File: config.mk
export PLATFORM = sky130hd
export DESIGN_NAME = serial_console_ring_buffers_echo_top_flat
export DESIGN_NICKNAME = d
export VERILOG_FILES = /design/src/rtl/core/scrb_pkg.sv /design/src/rtl/core/scrb_if.sv /design/src/rtl/core/scrb_ring.sv /design/src/rtl/core/scrb_ctrl.sv /design/src/rtl/core/serial_console_ring_buffers_echo_top.sv /design/src/flat_wrapper.sv
export SDC_FILE = /design/constraint.sdc
export NUM_CORES = 1
export LEC_CHECK = 0
export BUFFER_PORTS_ARGS = -buffer_cell sky130_fd_sc_hd__buf_4
export CORE_ASPECT_RATIO = 2
export CORE_MARGIN = 10
export CORE_UTILIZATION = 65
export CTS_BUF_LIST = sky130_fd_sc_hd__clkbuf_8
export CTS_CLUSTER_SIZE = 20
export DETAILED_ROUTE_END_ITERATION = 16
export HOLD_SLACK_MARGIN = 0.06
export PLACE_DENSITY = 0.82
export SLEW_MARGIN = 20
export SYNTH_ARGS = -nofsm -noshare
export SYNTH_HDL_FRONTEND = slang
export SYNTH_HIERARCHICAL = 1
export SYNTH_SLANG_ARGS = --single-unit
export TNS_END_PERCENT = 1
File: constraint.sdc
create_clock -name clk -period 4.1 [get_ports clk]
set_input_delay 0.615 -clock clk [delete_from_list [all_inputs] [get_ports clk]]
set_output_delay 0.615 -clock clk [all_outputs]
set_load 0.02 [all_outputs]
File: src/rtl/core/scrb_pkg.sv
`timescale 1ns / 1ps
// ----------------------------------------------------------------------------
// Serial console ring buffer package
// Shared request codes, character constants and control structs for the
// console ring buffer engine.
// ----------------------------------------------------------------------------
package scrb_pkg;

	// Request kinds carried on the input channel.
	typedef enum logic [1:0] {
		KIND_HOST_WR    = 2'd0,
		KIND_HOST_RD    = 2'd1,
		KIND_LINE_RX    = 2'd2,
		KIND_LINE_READY = 2'd3
	} kind_t;

	// Source of the byte shown with a result.
	typedef enum logic [1:0] {
		SRC_NONE = 2'd0,
		SRC_RX   = 2'd1,
		SRC_TX   = 2'd2
	} src_t;

	localparam logic [7:0] CHAR_CR = 8'h0D;
	localparam logic [7:0] CHAR_LF = 8'h0A;

	// Operation applied to one ring for one request.
	typedef struct packed {
		logic push;      // write byte 0
		logic push_two;  // also write byte 1 after byte 0
		logic pop;       // read one byte
	} ring_cmd_t;

	// Occupancy status of one ring.
	typedef struct packed {
		logic empty;
		logic full;
		logic room2;     // at least two free slots
	} ring_stat_t;

endpackage

File: src/rtl/core/scrb_if.sv
`timescale 1ns / 1ps
// ----------------------------------------------------------------------------
// Serial console ring buffer channels
// Valid/ready channel interfaces for requests, results and configuration.
// ----------------------------------------------------------------------------

// Request channel: one console event per request.
interface scrb_in_if;
	logic       valid;
	logic       ready;
	logic [1:0] kind;
	logic [7:0] data_byte;

	modport source (output valid, output kind, output data_byte, input ready);
	modport sink   (input valid, input kind, input data_byte, output ready);
endinterface

// Result channel: one result per request.
interface scrb_out_if;
	logic       valid;
	logic       ready;
	logic       done_res;
	logic [7:0] out_byte;
	logic       tx_request_armed;

	modport source (output valid, output done_res, output out_byte,
		output tx_request_armed, input ready);
	modport sink   (input valid, input done_res, input out_byte,
		input tx_request_armed, output ready);
endinterface

// Configuration write channel for the echo enable register.
interface scrb_cfg_if;
	logic valid;
	logic ready;
	logic echo_enable;

	modport source (output valid, output echo_enable, input ready);
	modport sink   (input valid, input echo_enable, output ready);
endinterface

File: src/rtl/core/scrb_ring.sv
`timescale 1ns / 1ps
// ----------------------------------------------------------------------------
// Serial console byte ring
// Byte ring holding up to DEPTH-1 bytes. Storage is split into an even and
// an odd bank so that two consecutive bytes can be written in the same cycle.
// ----------------------------------------------------------------------------
module scrb_ring
	import scrb_pkg::*;
#(
	parameter int DEPTH = 64
) (
	input  logic       clk,
	input  logic       arst_n,
	input  ring_cmd_t  cmd,
	input  logic [7:0] wr_byte0,
	input  logic [7:0] wr_byte1,
	output ring_stat_t stat,
	output logic [7:0] rd_byte
);

	// Physical slots are rounded up to an even count so banks alternate.
	localparam int PHYS = DEPTH + (DEPTH % 2);
	localparam int PW   = (PHYS > 1) ? $clog2(PHYS) : 1;
	localparam int BANK = PHYS / 2;
	localparam int AW   = (BANK > 1) ? $clog2(BANK) : 1;
	localparam int CW   = (DEPTH > 1) ? $clog2(DEPTH) : 1;

	logic [PW-1:0] wp_q, rp_q;
	logic [CW-1:0] count_q;
	logic [PW-1:0] wp1, wp2, rp1;
	logic [PW-1:0] wp_half, wp1_half, rp_half;
	logic [AW-1:0] even_addr, odd_addr, rd_addr;
	logic [7:0]    even_data, odd_data;
	logic          even_we, odd_we;
	logic [7:0]    mem_even [BANK];
	logic [7:0]    mem_odd [BANK];
	logic [7:0]    rd_even_q, rd_odd_q;
	logic          rd_sel_q;
	logic [1:0]    push_cnt;

	function automatic logic [PW-1:0] ptr_inc(input logic [PW-1:0] p);
		return (p == PW'(PHYS - 1)) ? '0 : p + PW'(1);
	endfunction

	// Occupancy from the fill count.
	assign stat.empty = (count_q == '0);
	assign stat.full  = (count_q == CW'(DEPTH - 1));
	assign stat.room2 = (count_q < CW'(DEPTH - 2));

	// Next pointer values and bank addresses.
	assign wp1      = ptr_inc(wp_q);
	assign wp2      = ptr_inc(wp1);
	assign rp1      = ptr_inc(rp_q);
	assign wp_half  = wp_q >> 1;
	assign wp1_half = wp1 >> 1;
	assign rp_half  = rp_q >> 1;
	assign rd_addr  = AW'(rp_half);
	assign push_cnt = {1'b0, cmd.push} + {1'b0, cmd.push_two};

	// Route each pushed byte to the bank its slot parity selects.
	always_comb begin
		if (wp_q[0]) begin
			odd_we    = cmd.push;
			odd_addr  = AW'(wp_half);
			odd_data  = wr_byte0;
			even_we   = cmd.push_two;
			even_addr = AW'(wp1_half);
			even_data = wr_byte1;
		end else begin
			even_we   = cmd.push;
			even_addr = AW'(wp_half);
			even_data = wr_byte0;
			odd_we    = cmd.push_two;
			odd_addr  = AW'(wp1_half);
			odd_data  = wr_byte1;
		end
	end

	// Pointers and fill count.
	always_ff @(posedge clk or negedge arst_n) begin
		if (!arst_n) begin
			wp_q    <= '0;
			rp_q    <= '0;
			count_q <= '0;
		end else begin
			if (cmd.push_two) begin
				wp_q <= wp2;
			end else if (cmd.push) begin
				wp_q <= wp1;
			end
			if (cmd.pop) begin
				rp_q <= rp1;
			end
			count_q <= count_q + CW'(push_cnt) - CW'(cmd.pop);
		end
	end

	// Even bank storage with registered read.
	always_ff @(posedge clk) begin
		if (even_we) begin
			mem_even[even_addr] <= even_data;
		end
		if (cmd.pop && !rp_q[0]) begin
			rd_even_q <= mem_even[rd_addr];
		end
	end

	// Odd bank storage with registered read.
	always_ff @(posedge clk) begin
		if (odd_we) begin
			mem_odd[odd_addr] <= odd_data;
		end
		if (cmd.pop && rp_q[0]) begin
			rd_odd_q <= mem_odd[rd_addr];
		end
	end

	// Remember which bank served the last pop.
	always_ff @(posedge clk) begin
		if (cmd.pop) begin
			rd_sel_q <= rp_q[0];
		end
	end

	assign rd_byte = rd_sel_q ? rd_odd_q : rd_even_q;

endmodule

File: src/rtl/core/scrb_ctrl.sv
`timescale 1ns / 1ps
// ----------------------------------------------------------------------------
// Serial console request control
// Decodes each accepted request against ring status, issues the ring
// operations, tracks the transmit request and holds the result register.
// ----------------------------------------------------------------------------
module scrb_ctrl
	import scrb_pkg::*;
(
	input  logic       clk,
	input  logic       arst_n,
	input  logic       in_valid,
	output logic       in_ready,
	input  logic [1:0] kind,
	input  logic [7:0] data_byte,
	input  logic       out_ready,
	output logic       out_valid,
	output logic       done_res,
	output src_t       src,
	output logic       tx_request_armed,
	input  logic       cfg_valid,
	output logic       cfg_ready,
	input  logic       cfg_echo,
	input  ring_stat_t tx_stat,
	input  ring_stat_t rx_stat,
	output ring_cmd_t  tx_cmd,
	output ring_cmd_t  rx_cmd
);

	logic accept;
	logic out_valid_q;
	logic done_q;
	src_t src_q;
	logic armed_q;
	logic echo_q;
	logic done_d;
	src_t src_d;
	logic armed_d;

	// A new request enters whenever the result register is free or draining.
	assign in_ready  = !out_valid_q || out_ready;
	assign accept    = in_valid && in_ready;
	assign cfg_ready = 1'b1;

	// Request decode and ring operations.
	always_comb begin
		tx_cmd  = '0;
		rx_cmd  = '0;
		done_d  = 1'b0;
		src_d   = SRC_NONE;
		armed_d = armed_q;
		if (accept) begin
			unique case (kind_t'(kind))
				KIND_HOST_WR: begin
					tx_cmd.push = !tx_stat.full;
					done_d      = !tx_stat.full;
					if (!tx_stat.full || !tx_stat.empty) begin
						armed_d = 1'b1;
					end
				end
				KIND_HOST_RD: begin
					if (!rx_stat.empty) begin
						rx_cmd.pop = 1'b1;
						done_d     = 1'b1;
						src_d      = SRC_RX;
					end
				end
				KIND_LINE_RX: begin
					rx_cmd.push = !rx_stat.full;
					done_d      = !rx_stat.full;
					// Echo: a carriage return also gets a line feed if it fits.
					if (echo_q) begin
						if (!tx_stat.full) begin
							tx_cmd.push     = 1'b1;
							tx_cmd.push_two = (data_byte == CHAR_CR) && tx_stat.room2;
						end
						if (!tx_stat.full || !tx_stat.empty) begin
							armed_d = 1'b1;
						end
					end
				end
				KIND_LINE_READY: begin
					if (armed_q) begin
						if (!tx_stat.empty) begin
							tx_cmd.pop = 1'b1;
							done_d     = 1'b1;
							src_d      = SRC_TX;
						end else begin
							armed_d = 1'b0;
						end
					end
				end
				default: begin
					done_d = 1'b0;
				end
			endcase
		end
	end

	// Control state: result valid, transmit request and echo enable.
	always_ff @(posedge clk or negedge arst_n) begin
		if (!arst_n) begin
			out_valid_q <= 1'b0;
			armed_q     <= 1'b0;
			echo_q      <= 1'b0;
		end else begin
			if (accept) begin
				out_valid_q <= 1'b1;
			end else if (out_ready) begin
				out_valid_q <= 1'b0;
			end
			armed_q <= armed_d;
			if (cfg_valid) begin
				echo_q <= cfg_echo;
			end
		end
	end

	// Result payload.
	always_ff @(posedge clk) begin
		if (accept) begin
			done_q <= done_d;
			src_q  <= src_d;
		end
	end

	assign out_valid        = out_valid_q;
	assign done_res         = done_q;
	assign src              = src_q;
	assign tx_request_armed = armed_q;

endmodule

File: src/rtl/core/serial_console_ring_buffers_echo_top.sv
`timescale 1ns / 1ps
// ----------------------------------------------------------------------------
// Serial console ring buffer engine
// Transmit and receive byte rings with host access, line events and
// optional echo of received bytes with CR expanded to CR LF.
// ----------------------------------------------------------------------------
// Latency: the result of a request is valid on the cycle after it is accepted.
// Throughput: one request per cycle while no result is stalled; each request does
// at most one operation per ring; popped bytes come from registered bank reads.
// Reset clears ring pointers, fill counts, the transmit request, echo enable
// and the result valid at once; ring storage is not cleared and needs no
// clearing pass, so requests are taken as soon as reset is released.
module serial_console_ring_buffers_echo_top
	import scrb_pkg::*;
#(
	parameter int TX_DEPTH = 64,
	parameter int RX_DEPTH = 64
) (
	input  logic        clk,
	input  logic        arst_n,
	scrb_in_if.sink     in_req,
	scrb_out_if.source  out_res,
	scrb_cfg_if.sink    cfg
);

	ring_cmd_t  tx_cmd, rx_cmd;
	ring_stat_t tx_stat, rx_stat;
	logic [7:0] tx_rd_byte, rx_rd_byte;
	src_t       src;

	// Request decode, transmit request and result register.
	scrb_ctrl u_ctrl (
		.clk              (clk),
		.arst_n           (arst_n),
		.in_valid         (in_req.valid),
		.in_ready         (in_req.ready),
		.kind             (in_req.kind),
		.data_byte        (in_req.data_byte),
		.out_ready        (out_res.ready),
		.out_valid        (out_res.valid),
		.done_res         (out_res.done_res),
		.src              (src),
		.tx_request_armed (out_res.tx_request_armed),
		.cfg_valid        (cfg.valid),
		.cfg_ready        (cfg.ready),
		.cfg_echo         (cfg.echo_enable),
		.tx_stat          (tx_stat),
		.rx_stat          (rx_stat),
		.tx_cmd           (tx_cmd),
		.rx_cmd           (rx_cmd)
	);

	// Transmit ring: host writes and echoed bytes in, line sends out.
	scrb_ring #(.DEPTH(TX_DEPTH)) u_tx_ring (
		.clk      (clk),
		.arst_n   (arst_n),
		.cmd      (tx_cmd),
		.wr_byte0 (in_req.data_byte),
		.wr_byte1 (CHAR_LF),
		.stat     (tx_stat),
		.rd_byte  (tx_rd_byte)
	);

	// Receive ring: line bytes in, host reads out.
	scrb_ring #(.DEPTH(RX_DEPTH)) u_rx_ring (
		.clk      (clk),
		.arst_n   (arst_n),
		.cmd      (rx_cmd),
		.wr_byte0 (in_req.data_byte),
		.wr_byte1 (in_req.data_byte),
		.stat     (rx_stat),
		.rd_byte  (rx_rd_byte)
	);

	// Pick the byte that the result carries.
	always_comb begin
		unique case (src)
			SRC_RX:  out_res.out_byte = rx_rd_byte;
			SRC_TX:  out_res.out_byte = tx_rd_byte;
			default: out_res.out_byte = 8'h00;
		endcase
	end

endmodule

File: src/flat_wrapper.sv
// flat-port wrapper written by rule: the top's interface ports become plain ports
module serial_console_ring_buffers_echo_top_flat import scrb_pkg::*;
#(
	parameter int TX_DEPTH = 64,
	parameter int RX_DEPTH = 64
)
  (clk, arst_n, in_req_valid, in_req_kind, in_req_data_byte, in_req_ready, out_res_valid, out_res_done_res, out_res_out_byte, out_res_tx_request_armed, out_res_ready, cfg_valid, cfg_echo_enable, cfg_ready);
  scrb_in_if in_req_i ();
  scrb_out_if out_res_i ();
  scrb_cfg_if cfg_i ();
  input  logic clk;
  input  logic arst_n;
  input wire logic [$bits(in_req_i.valid)-1:0] in_req_valid;
  input wire logic [$bits(in_req_i.kind)-1:0] in_req_kind;
  input wire logic [$bits(in_req_i.data_byte)-1:0] in_req_data_byte;
  output wire logic [$bits(in_req_i.ready)-1:0] in_req_ready;
  output wire logic [$bits(out_res_i.valid)-1:0] out_res_valid;
  output wire logic [$bits(out_res_i.done_res)-1:0] out_res_done_res;
  output wire logic [$bits(out_res_i.out_byte)-1:0] out_res_out_byte;
  output wire logic [$bits(out_res_i.tx_request_armed)-1:0] out_res_tx_request_armed;
  input wire logic [$bits(out_res_i.ready)-1:0] out_res_ready;
  input wire logic [$bits(cfg_i.valid)-1:0] cfg_valid;
  input wire logic [$bits(cfg_i.echo_enable)-1:0] cfg_echo_enable;
  output wire logic [$bits(cfg_i.ready)-1:0] cfg_ready;
  assign in_req_i.valid = in_req_valid;
  assign in_req_i.kind = in_req_kind;
  assign in_req_i.data_byte = in_req_data_byte;
  assign in_req_ready = in_req_i.ready;
  assign out_res_valid = out_res_i.valid;
  assign out_res_done_res = out_res_i.done_res;
  assign out_res_out_byte = out_res_i.out_byte;
  assign out_res_tx_request_armed = out_res_i.tx_request_armed;
  assign out_res_i.ready = out_res_ready;
  assign cfg_i.valid = cfg_valid;
  assign cfg_i.echo_enable = cfg_echo_enable;
  assign cfg_ready = cfg_i.ready;
  serial_console_ring_buffers_echo_top #(.TX_DEPTH(TX_DEPTH), .RX_DEPTH(RX_DEPTH)) u_core (.clk(clk), .arst_n(arst_n), .in_req(in_req_i), .out_res(out_res_i), .cfg(cfg_i));
endmodule
## Yosys cells after proc, flatten, opt, wreduce, memory -nomap -nowiden

Memory sizes are Yosys's and may differ from the RTL's. A register that Yosys moved wholly into a read port is not among the register bits.
Index checks and enable logic that the tools add are counted.

| storage, ports and cells | value |
|---|---|
| bits in writable memories | 1024 |
| memories | 4 |
| bits in registers | 44 |
| input bits | 16 |

Memories:

| memory | depth | bits a word | rd ports | clocked after Yosys merged registers in | write ports | RTL line | RTL |
|---|---|---|---|---|---|---|---|
| u_core.u_rx_ring.mem_even | 32 | 8 | 1 | 1 | 1 | scrb_ring.sv:35 | `logic [7:0] mem_even [BANK];` |
| u_core.u_rx_ring.mem_odd | 32 | 8 | 1 | 1 | 1 | scrb_ring.sv:36 | `logic [7:0] mem_odd [BANK];` |
| u_core.u_tx_ring.mem_even | 32 | 8 | 1 | 1 | 1 | scrb_ring.sv:35 |  |
| u_core.u_tx_ring.mem_odd | 32 | 8 | 1 | 1 | 1 | scrb_ring.sv:36 |  |

| operators by class | value |
|---|---|
| multiplexer cells | 51 |
| reduce and logical (&&, ||, !) cells | 21 |
| order comparisons | 1 |
| eq/ne operators | 14 |
| add/sub/neg operators | 10 |

Operators with widths:

| operator | number |
|---|---|
| $eq 6x6->1 const B | 7 |
| $mux 6 | 7 |
| $mux 8 | 4 |
| $add 6x1->6 const B | 5 |
| $mux 1 | 26 |
| $mux 5 | 4 |
| $pmux 8 s2 | 1 |
| $logic_not 6->1 | 2 |
| $sub 6x1->6 | 2 |
| $eq 8x4->1 const B | 1 |
| $mux 2 | 4 |
| $add 6x1->6 | 1 |
| $add 6x2->6 | 1 |
| $eq 2x2->1 const B | 3 |
| $logic_and 1x1->1 | 6 |
| $logic_not 1->1 | 6 |
| $lt 6x6->1 const B | 1 |
| $eq 2x1->1 const B | 2 |
| $pmux 1 s4 | 1 |
| $pmux 2 s2 | 1 |
| $reduce_bool 2->1 | 2 |
| $mux 3 | 1 |
| $pmux 1 s3 | 1 |
| $reduce_and 3->1 | 1 |
| other kinds (6) | 7 |

## Logic depth before layout (Yosys ltp)

Gate-level depths: netlist of the first run.

| logic depth | value |
|---|---|
| word-level depth | 9 |
| gate-level depth with buffers | 14 |

## Hierarchy

Netlist of the first run, hierarchy kept.

Modules (own cells, without submodules):

| module | area each (µm²) | cells an instance | times used |
|---|---|---|---|
| scrb_ring at u_core.u_tx_ring | 22387.7 | 1232 | 1 |
| scrb_ring at u_core.u_rx_ring | 22197.5 | 1225 | 1 |
| scrb_ctrl | 372.9 | 36 | 1 |
| serial_console_ring_buffers_echo_top | 161.4 | 25 | 1 |

## Worst setup path after synthesis of the first run

Ideal clock, no wire load.

| timing path | value |
|---|---|
| path type | in2reg |
| from | in out_res_ready |
| to | reg u_core.u_rx_ring.count_q[4] |
| cell stages on the path | 11 |
| path slack | 0.876 ns |
| arrival time | 3.144 ns |
| setup time | 0.080 ns |
| cells stage by stage | nand2b_4 nand2_1 nor4b_1 inv_1 ha_1 fa_1 fa_1 inv_1 a21oi_1 o21bai_1 xnor2_1 |

RTL lines:

| what | RTL line | RTL |
|---|---|---|
| from (decl) | flat_wrapper.sv:21 | `input wire logic [$bits(out_res_i.ready)-1:0] out_res_ready;` |
| to (signal assigned) | scrb_ring.sv:94 | `count_q <= count_q + CW'(push_cnt) - CW'(cmd.pop);` |
| to (decl) | scrb_ring.sv:29 | `logic [CW-1:0] count_q;` |

==> results of run 1 <==
==> state kept, by name (all words and copies together) (netlist names), 2 cells and up <==
name	cells
u_core/u_rx_ring/mem_even	256
u_core/u_tx_ring/rp_q	6
u_core/u_tx_ring/count_q	6
u_core/u_rx_ring/mem_odd	256
u_core/u_tx_ring/mem_odd	256
u_core/u_tx_ring/rd_even_q	8
u_core/u_rx_ring/rp_q	6
u_core/u_tx_ring/wp_q	6
u_core/u_rx_ring/rd_odd_q	8
u_core/u_tx_ring/rd_odd_q	8
u_core/u_rx_ring/count_q	6
u_core/u_rx_ring/wp_q	6
u_core/u_ctrl/src	2
u_core/u_rx_ring/rd_even_q	8
u_core/u_tx_ring/mem_even	256
==> timing repair <==
item,in CTS,in global routing
gates resized for setup,0,0
endpoints found under the hold margin,42,0
hold buffers,5,0
==> critical path, stage by stage, from the launching register on <==
cell and delay, ns:
dfrtp_1 0.40, ha_1 0.20, nand3_1 0.14, nor2_1 0.11, nor4b_1 0.32, buf_4 0.23
inv_1 0.11, o32ai_1 0.47, nor2b_1 0.23, nand2_1 0.27, nor2_1 0.61
==> layout make-up <==
type | instances | area [um^2]
Clock inverter | 110 | 852
Timing Repair Buffer | 147 | 1180
Inverter | 41 | 154
Sequential cell | 1100 | 32900
Tap cell | 897 | 1120
Multi-Input combinational cell | 1244 | 11400
Antenna cell | 1 | 2.50
Fill cell | 3990 | 19200
Clock buffer | 148 | 2040
==> per-layer routing <==
metal | GRT usage [%] | part of all wire, % | vias up
met5 | 0 | 0.011 | -
met4 | 16.3 | 6.3 | 2
met3 | 3.99 | 6.8 | 313
met2 | 46.9 | 55 | 1328
met1 | 28.6 | 32 | 12300
li1 | - | - | 10400
==> cell usage after synthesis (all sizes together) (17+ instances only) <==
master  number
nand4       25
mux2        55
nor3        17
edfxtp    1061
nand3       49
buf        114
nand2       54
nor2       161
o221ai      18
a22oi      127
clkbuf      33
a21oi       40
mux2i      290
inv         40
dfrtp       39
xnor2       20
mux4       128
ha          30
o21ai       23
a22o        31
==> path summary, 6_finish.rpt <==
check,from,endpoint,cells after the start
max,u_core/u_tx_ring/count_q[2]$_DFF_PN0_,u_core/u_tx_ring/mem_even[21][5]$_DFFE_PP_,10
min,out_res_ready,u_core/u_ctrl/out_valid$_DFFE_PN0P_,3
max reg2reg,u_core/u_tx_ring/count_q[2]$_DFF_PN0_,u_core/u_tx_ring/mem_even[21][5]$_DFFE_PP_,10
min reg2reg,u_core/u_rx_ring/rp_q[0]$_DFFE_PN0P_,u_core/u_rx_ring/rd_sel_q$_DFFE_PP_,0
max in group asynchronous,arst_n,u_core/u_rx_ring/rp_q[2]$_DFFE_PN0P_,2
min in group asynchronous,arst_n,u_core/u_rx_ring/count_q[5]$_DFF_PN0_,2
==> power groups by stage <==
stage	combinational (W)	sequential [W]	clock (W)
3_3_place_gp	0.00847	0.0146	0
5_1_grt	0.00939	0.0145	0.00874
4_1_cts	0.00881	0.0144	0.00825
6_report	0.00892	0.0144	0.00810
3_5_place_dp	0.00876	0.0146	0
2_1_floorplan	0.00665	0.0140	0
==> through the flow <==
stage | cells | util [%] | total power (W) | instance area, um^2
4_1_cts | 3687 | 72.1 | 0.0314 | 49500
3_5_place_dp | 3424 | 67.8 | 0.0234 | 46600
3_3_place_gp | 3424 | 67.8 | 0.0230 | 46600
5_1_grt | 3688 | 72.1 | 0.0326 | 49600
6_report | 3688 | 72.1 | 0.0314 | 49600
2_1_floorplan | 2532 | - | 0.0207 | 45200
==> logic make-up (layout without fill, tap and decap cells) <==
family,after synthesis,in the layout,share of synthesized area (%)
AOI/OAI and AO/OA,316,316,5.22
muxes,473,473,14.2
adders and majority gates,34,34,1.01
DFF,1100,1100,72.8
buffers and inverters,188,446,2.21
and+or+nand+nor,375,375,4.01
xor gates and xnor gates,28,28,0.544
other,4,19,0.0333
==> impl_summary.log, run 1 <==
[metrics] clock period minus final worst setup slack: 3.48 ns
[metrics] net total in the final layout: 2,727
[metrics] TritonCTS clock tree: built
[metrics] Core Area: 0.0687 mm^2
[metrics] proportion of synthesized chip area in sequential cells: 72.8%
[metrics] number of global-route vias before repair: 25,200
[metrics] Cell variety after synth: between 80 and 90
[metrics] detailed-router iteration count before antenna repair: 6
[metrics] number of clock buffers inserted by TritonCTS: ~140
[metrics] worst path setup slack after routing: 0.620 ns
[metrics] most common cell after layout, fill and taps aside: edfxtp_1
[metrics] final estimated routing congestion in global placement: 1.04
[metrics] CTS H-tree depth: 4
[metrics] number of setup violations in the final report: 0
[metrics] period utilization: ~85%
[metrics] Least-Margin Pin Slew: about 1.1 ns
[metrics] worst-case headroom to the max-slew limit: 29.7%
[metrics] die span in y: a little under 400 um
[metrics] Final Routed Wirelength: 104,000 um
[metrics] largest net degree at the start of global routing: 53
[metrics] relative contribution of combinational cells to total power: 28.4%
[metrics] top-level I/O count: 29
[metrics] Worst Path Arrival: ~3.9 ns
[metrics] clock input transition at the sequential cells of the worst setup and hold paths: approximately 0.06 ns
[metrics] Top FF cell, synth: edfxtp_1
[metrics] maximum buffer depth of the clock tree: 3
[metrics] Remaining DRCs: 0
[metrics] Final Hold Slack: 0.134 ns
[metrics] TNS Setup: 0 ns
[metrics] worst setup slack after placement: 0.593 ns
[metrics] total leakage power: 16.3 nW
[metrics] type of the worst setup path: flop to flop
[metrics] count of antenna-violating nets left after detailed routing: 0
[metrics] Synthesis Warnings: 6
[metrics] sink count of the clock tree: 1,100
[metrics] total via count in the routed design: ~24,000
[metrics] average cell area after synthesis: 17.9 um^2
[metrics] commonest non-fill, non-tap cells in the layout: edfxtp_1, mux2i_1, nor2_1
[metrics] Async SR Flop Fraction: between 3 and 4%
[metrics] Sequential Power Share: 45.8%
[metrics] per-cell via count in the routed design: approximately 6.6
[metrics] number of buffers added for setup after CTS: 0
[metrics] unrepaired setup endpoints after global routing: no
[metrics] sum of overflow across all layers after global routing: 0
[metrics] Register-to-Register Setup Slack: 0.62 ns
[metrics] Clock Latency Late Sink: 0.80 ns
[metrics] Hold Crit Class: input port to flop
[metrics] count of state elements after synthesis: 1,100
[metrics] outcome: completed
[metrics] maximum operating frequency: 287 MHz
[metrics] kind of start point of the critical path: flop
[metrics] switching part of the total power: 32.2%
[metrics] Max FO, Critical Path: 8
[metrics] IO Port Bufs: 27
[metrics] Internal Pwr Total: 0.0213 W
[metrics] Post-Syn Instances: 2,518
[metrics] top post-synthesis cells by area: edfxtp_1, mux2i_1, mux4_2
[metrics] number of cell rows: 136
[metrics] die area: 0.0810 mm^2
[metrics] CP Data Required Time: 4.51 ns
[metrics] power density over cell area: between 600 and 700 mW/mm^2
[metrics] Routed wire per std cell: between 20 and 30 um
[metrics] Worst IR Drop VDD: just under 0.5 mV
[metrics] starting utilization of the core area: 65.6%
[metrics] Layout area overhead: 9.82%
[metrics] Yosys top cell area share: 70.6%
[metrics] number of enable-type register cells in the synthesized netlist: around 1,100
[metrics] net switching power: 0.0101 W
[metrics] post-synthesis cell type with the largest combined area: edfxtp_1
[metrics] initial drt markers: around 2,800
[metrics] max capacitance violation total: 0
[metrics] Worst setup EP type: flop
[metrics] clock root buffer: clkbuf_8
[metrics] detailed-placement wirelength estimate: roughly 70,000 um
[metrics] number of endpoints with negative hold slack in the final report: 0
[metrics] horizontal die dimension: 206 um
[metrics] area of the mapped netlist: 0.0451 mm^2
[metrics] global-route wire length before repair: roughly 160,000 um
[metrics] GRT Total Usage: 26.2%
[metrics] Final Max Tran Viols: 0
[metrics] worst setup skew after layout: around 0.035 ns
[metrics] antenna violations before repair: 2
[metrics] share of post-route cells with drive strength above 1: 19.6%
[metrics] clock share of power: 25.8%
Power figures use the tool's default switching activity.
==> run 2: changes to the inputs <==
--- a/config.mk
+++ b/config.mk
@@ -8,12 +8,12 @@
 export BUFFER_PORTS_ARGS = -buffer_cell sky130_fd_sc_hd__buf_4
 export CORE_ASPECT_RATIO = 2
 export CORE_MARGIN = 10
-export CORE_UTILIZATION = 65
+export CORE_UTILIZATION = 59
 export CTS_BUF_LIST = sky130_fd_sc_hd__clkbuf_8
 export CTS_CLUSTER_SIZE = 20
 export DETAILED_ROUTE_END_ITERATION = 16
 export HOLD_SLACK_MARGIN = 0.06
-export PLACE_DENSITY = 0.82
+export PLACE_DENSITY = 0.79
 export SLEW_MARGIN = 20
 export SYNTH_ARGS = -nofsm -noshare
 export SYNTH_HDL_FRONTEND = slang
==> constraint.sdc (replaced) <==
create_clock -name clk -period 3.1 [get_ports clk]
set_input_delay 0.465 -clock clk [delete_from_list [all_inputs] [get_ports clk]]
set_output_delay 0.465 -clock clk [all_outputs]
set_load 0.02 [all_outputs]
==> run 2 against run 1 <==
- critical path depth rose by 3
- critical endpoint is now u_core/u_tx_ring/count_q[5]$_DFF_PN0_
- global-route usage fell by 2.5 points
- total power rose by 31%
- clock skew rose by 0.0069 ns
- count of clock-buffer cells in the layout rose by 2
- first-iteration DRC count fell by 25%
- register-to-register slack got worse by 0.59 ns
- cell count rose by 5.1%
- routed wire length rose by 1.3%
==> impl_summary.log, run 2 (synthesis gave the netlist of run 1 again) <==
[metrics] # placed instances: 3,621 (was 3,424)
[metrics] crit path max-delay cell type: or4b_1 (was nor2_1)
[metrics] detailed-router iteration count before antenna repair: 5 (was 6)
[metrics] filler-free cell count of the finished design: 3,877 (was 3,688)
[metrics] Hold Crit Class: input port to flop (unchanged)
[metrics] Layout area overhead: 11.3% (was 9.82%)
[metrics] Least-Margin Pin Slew: 0.914 ns (was 1.05 ns)
[metrics] total via count in the routed design: 24,400 (about the same)
[metrics] maximum operating frequency: 326 MHz (was 287 MHz)
[metrics] final estimated routing congestion in global placement: 0.975 (was 1.04)
[metrics] clock period minus final worst setup slack: 3.07 ns (was 3.48 ns)
[metrics] Sequential Power Share: 45.6% (was 45.8%)
[metrics] sink of the worst hold path: u_core/u_ctrl/src[0]$_DFFE_PP_ (was u_core/u_ctrl/out_valid$_DFFE_PN0P_)
[metrics] commonest non-fill, non-tap cells in the layout: edfxtp_1, mux2i_1, buf_4 (was edfxtp_1, mux2i_1, nor2_1)
[metrics] Crit. Startpoint: u_core/u_tx_ring/count_q[2]$_DFF_PN0_ (unchanged)
[metrics] period utilization: 99.1% (was 84.9%)
[metrics] Design Area, Final: 0.0502 mm^2 (was 0.0496 mm^2)
[metrics] total leakage power: 16.6 nW (was 16.3 nW)
[metrics] Internal Pwr Total: 0.0279 W (was 0.0213 W)
[metrics] Worst setup EP type: flop (unchanged)
[metrics] clock root buffer: clkbuf_8 (unchanged)
[metrics] number of global-route vias before repair: 25,600 (was 25,200)
[metrics] horizontal die dimension: 216 um (was 206 um)
[metrics] Final Routed Wirelength: 105,000 um (was 104,000 um)
[metrics] max capacitance violation total: 0 (unchanged)
[metrics] Core Area: 0.0759 mm^2 (was 0.0687 mm^2)
[metrics] sum of overflow across all layers after global routing: 0 (unchanged)
[metrics] IO Port Bufs: 27 (unchanged)
[metrics] worst path bufs/invs: 2 (unchanged)
[metrics] clock share of power: 24.9% (was 25.8%)
[metrics] Register-to-Register Setup Slack: 0.03 ns (was 0.62 ns)
[metrics] Overall Power: 0.0413 W (was 0.0314 W)
[metrics] top-level I/O count: 29 (unchanged)
[metrics] worst path cell trace: ha_1 -> nand3_1 -> nor2_1 -> nor4b_1 -> inv_1 -> ha_1 -> inv_1 -> ha_1 -> nor2b_1 -> o21ai_0 -> a21oi_1 -> or4b_1 -> o311a_1 (was ha_1 -> nand3_1 -> nor2_1 -> nor4b_1 -> buf_4 -> inv_1 -> o32ai_1 -> nor2b_1 -> nand2_1 -> nor2_1)
[metrics] number of endpoints with negative hold slack in the final report: 0 (unchanged)
[metrics] Routed wire per std cell: 27.1 um (was 28.1 um)
[metrics] relative contribution of combinational cells to total power: 29.6% (was 28.4%)
[metrics] net switching power: 0.0135 W (was 0.0101 W)
[metrics] number of setup violations in the final report: 0 (unchanged)
[metrics] maximum single-stage delay on the critical path: 0.49 ns (was 0.61 ns)
[metrics] die area: 0.0886 mm^2 (was 0.0810 mm^2)
[metrics] starting utilization of the core area: 59.5% (was 65.6%)
[metrics] sink count of the clock tree: 1,100 (unchanged)
[metrics] maximum buffer depth of the clock tree: 3 (unchanged)
[metrics] outcome: completed (unchanged)
[metrics] number of fill cells: 4,970 (was 3,990)
[metrics] largest net degree at the start of global routing: 69 (was 53)
[metrics] most common cell after layout, fill and taps aside: edfxtp_1 (unchanged)
[metrics] launch instance of the worst register-to-register path: u_core/u_tx_ring/count_q[2]$_DFF_PN0_ (unchanged)
[metrics] Final Max Tran Viols: 0 (unchanged)
[metrics] Worst Path Arrival: 3.75 ns (was 3.89 ns)
[metrics] cell repeated most along the worst path: ha_1 (was nor2_1)
[metrics] worst min-delay path startpoint: in_req_kind[1] (was out_res_ready)
[metrics] CP Data Required Time: 3.77 ns (was 4.51 ns)
[metrics] CTS H-tree depth: 4 (unchanged)
[metrics] Clock Latency Late Sink: 0.81 ns (was 0.80 ns)
[metrics] kind of start point of the critical path: flop (unchanged)
[metrics] share of post-route cells with drive strength above 1: 21.8% (was 19.6%)
[metrics] number of clock buffers inserted by TritonCTS: 142 (was 143)
[metrics] worst-case headroom to the max-slew limit: 39.1% (was 29.7%)
[metrics] number of cells traversed by the worst register-to-register path: 13 (was 10)
[metrics] number of cell rows: 143 (was 136)
[metrics] per-cell via count in the routed design: 6.29 (was 6.61)
[metrics] detailed-placement wirelength estimate: 72,100 um (was 69,500 um)
[metrics] global-route wire length before repair: 156,000 um (about the same)
[metrics] cell area after placement: 0.0474 mm^2 (was 0.0466 mm^2)
[metrics] Remaining DRCs: 0 (unchanged)
[metrics] worst setup skew after layout: 0.0424 ns (was 0.0355 ns)
[metrics] worst path setup slack after routing: 0.0283 ns (was 0.620 ns)
[metrics] die span in y: 411 um (was 393 um)
[metrics] switching part of the total power: 32.6% (was 32.2%)
[metrics] worst setup slack after placement: -0.0573 ns (was 0.593 ns)
[metrics] Worst IR Drop VDD: 0.525 mV (was 0.482 mV)
[metrics] Max FO, Critical Path: 3 (was 8)
[metrics] cell type group with the largest total delay on the critical path: simple AND/OR/NAND/NOR gates (unchanged)
[metrics] initial drt markers: 2,057 (was 2,757)
[metrics] antenna violations before repair: 1 (was 2)
[metrics] GRT Total Usage: 23.7% (was 26.2%)
[metrics] type of the worst setup path: flop to flop (unchanged)
[metrics] unrepaired setup endpoints after global routing: yes (was no)
[metrics] TNS Setup: 0 ns (unchanged)
[metrics] Reg2Reg Capture Point: u_core/u_tx_ring/count_q[5]$_DFF_PN0_ (was u_core/u_tx_ring/mem_even[21][5]$_DFFE_PP_)
[metrics] power density over cell area: 823 mW/mm^2 (was 634 mW/mm^2)
[metrics] net total in the final layout: 2,807 (was 2,727)
[metrics] TritonCTS clock tree: built (unchanged)
[metrics] hold depth: 4 (was 3)
[metrics] count of antenna-violating nets left after detailed routing: 0 (unchanged)
[metrics] clock input transition at the sequential cells of the worst setup and hold paths: 0.08 ns (was 0.06 ns)
-- run 2: cell types whose count changed in the layout (fill, tap and decap cells not counted), moves of 4 or more --
cell / previous run / this run
buf_4: 137 / 213
bufinv_16: 13 / 6
clkinv_2: 23 / 18
clkinvlp_4: 7 / 3
nand2_1: 54 / 50
nand2_2: 0 / 4
-- run 2: power by group through the flow --
stage / Sequential (W) / Clock (W) / Combinational (W)
finish: 0.0188 / 0.0103 / 0.0122
global route: 0.0189 / 0.0110 / 0.0129
CTS: 0.0188 / 0.0104 / 0.0121
detailed placement: 0.0192 / 0 / 0.0120
global placement: 0.0191 / 0 / 0.0116
floorplan: 0.0185 / 0 / 0.00880
-- run 2: repair_timing --
action                                  4_1_cts  5_1_grt
setup buffers                                 0        0
gates resized for setup                       0        6
endpoints found under the hold margin        44        0
endpoints found under the setup margin        0      339
hold buffers                                  7        0
-- run 2: per-layer routing --
layer	part of all wire, %	vias to the layer above	global-route usage [%]
li1	-	10600	-
met1	32	12400	23.9
met2	55	1092	44.0
met3	5.6	354	3.67
met4	7.1	0	16.2
met5	0	-	0
-- run 2: how the worst max path moves through the flow --
| stage | to | slack [ns] | depth (start not counted) |
|---|---|---|---|
| 2_1_floorplan | u_core/u_rx_ring/count_q[4]$_DFF_PN0_ | 0.03 | 11 |
| 3_3_place_gp | u_core/u_rx_ring/mem_odd[30][3]$_DFFE_PP_ | 0.02 | 10 |
| 3_5_place_dp | u_core/u_rx_ring/mem_odd[14][3]$_DFFE_PP_ | -0.06 | 10 |
| 4_1_cts | u_core/u_rx_ring/mem_odd[2][1]$_DFFE_PP_ | 0.008 | 10 |
| 5_1_grt | u_core/u_tx_ring/count_q[5]$_DFF_PN0_ | -0.14 | 13 |
| 6_report | u_core/u_tx_ring/count_q[5]$_DFF_PN0_ | 0.03 | 13 |
-- run 2: worst min-delay path: cells and delay by family --
family | cells | cell delay [ns]
buffers and inverters | 2 | 0.18
AND/OR/NAND/NOR | 2 | 0.16
-- run 2: area by class of cell --
| type | instances | area [um^2] | area share [%] |
|---|---|---|---|
| Clock inverter | 98 | 652 | 1.30 |
| Inverter | 41 | 154 | 0.307 |
| Antenna cell | 1 | 2.50 | 0.00498 |
| Tap cell | 1015 | 1270 | 2.53 |
| Multi-Input combinational cell | 1244 | 11400 | 22.7 |
| Timing Repair Buffer | 228 | 1830 | 3.64 |
| Clock buffer | 150 | 2060 | 4.11 |
| Sequential cell | 1100 | 32900 | 65.4 |
-- run 2: metrics by stage --
stage          hold WS [ns]  utilization [%]
6_report              0.190             66.2
2_1_floorplan         0.169                -
5_1_grt               0.184             66.2
4_1_cts               0.114             66.1
3_5_place_dp          0.518             62.5
3_3_place_gp          0.508             62.5
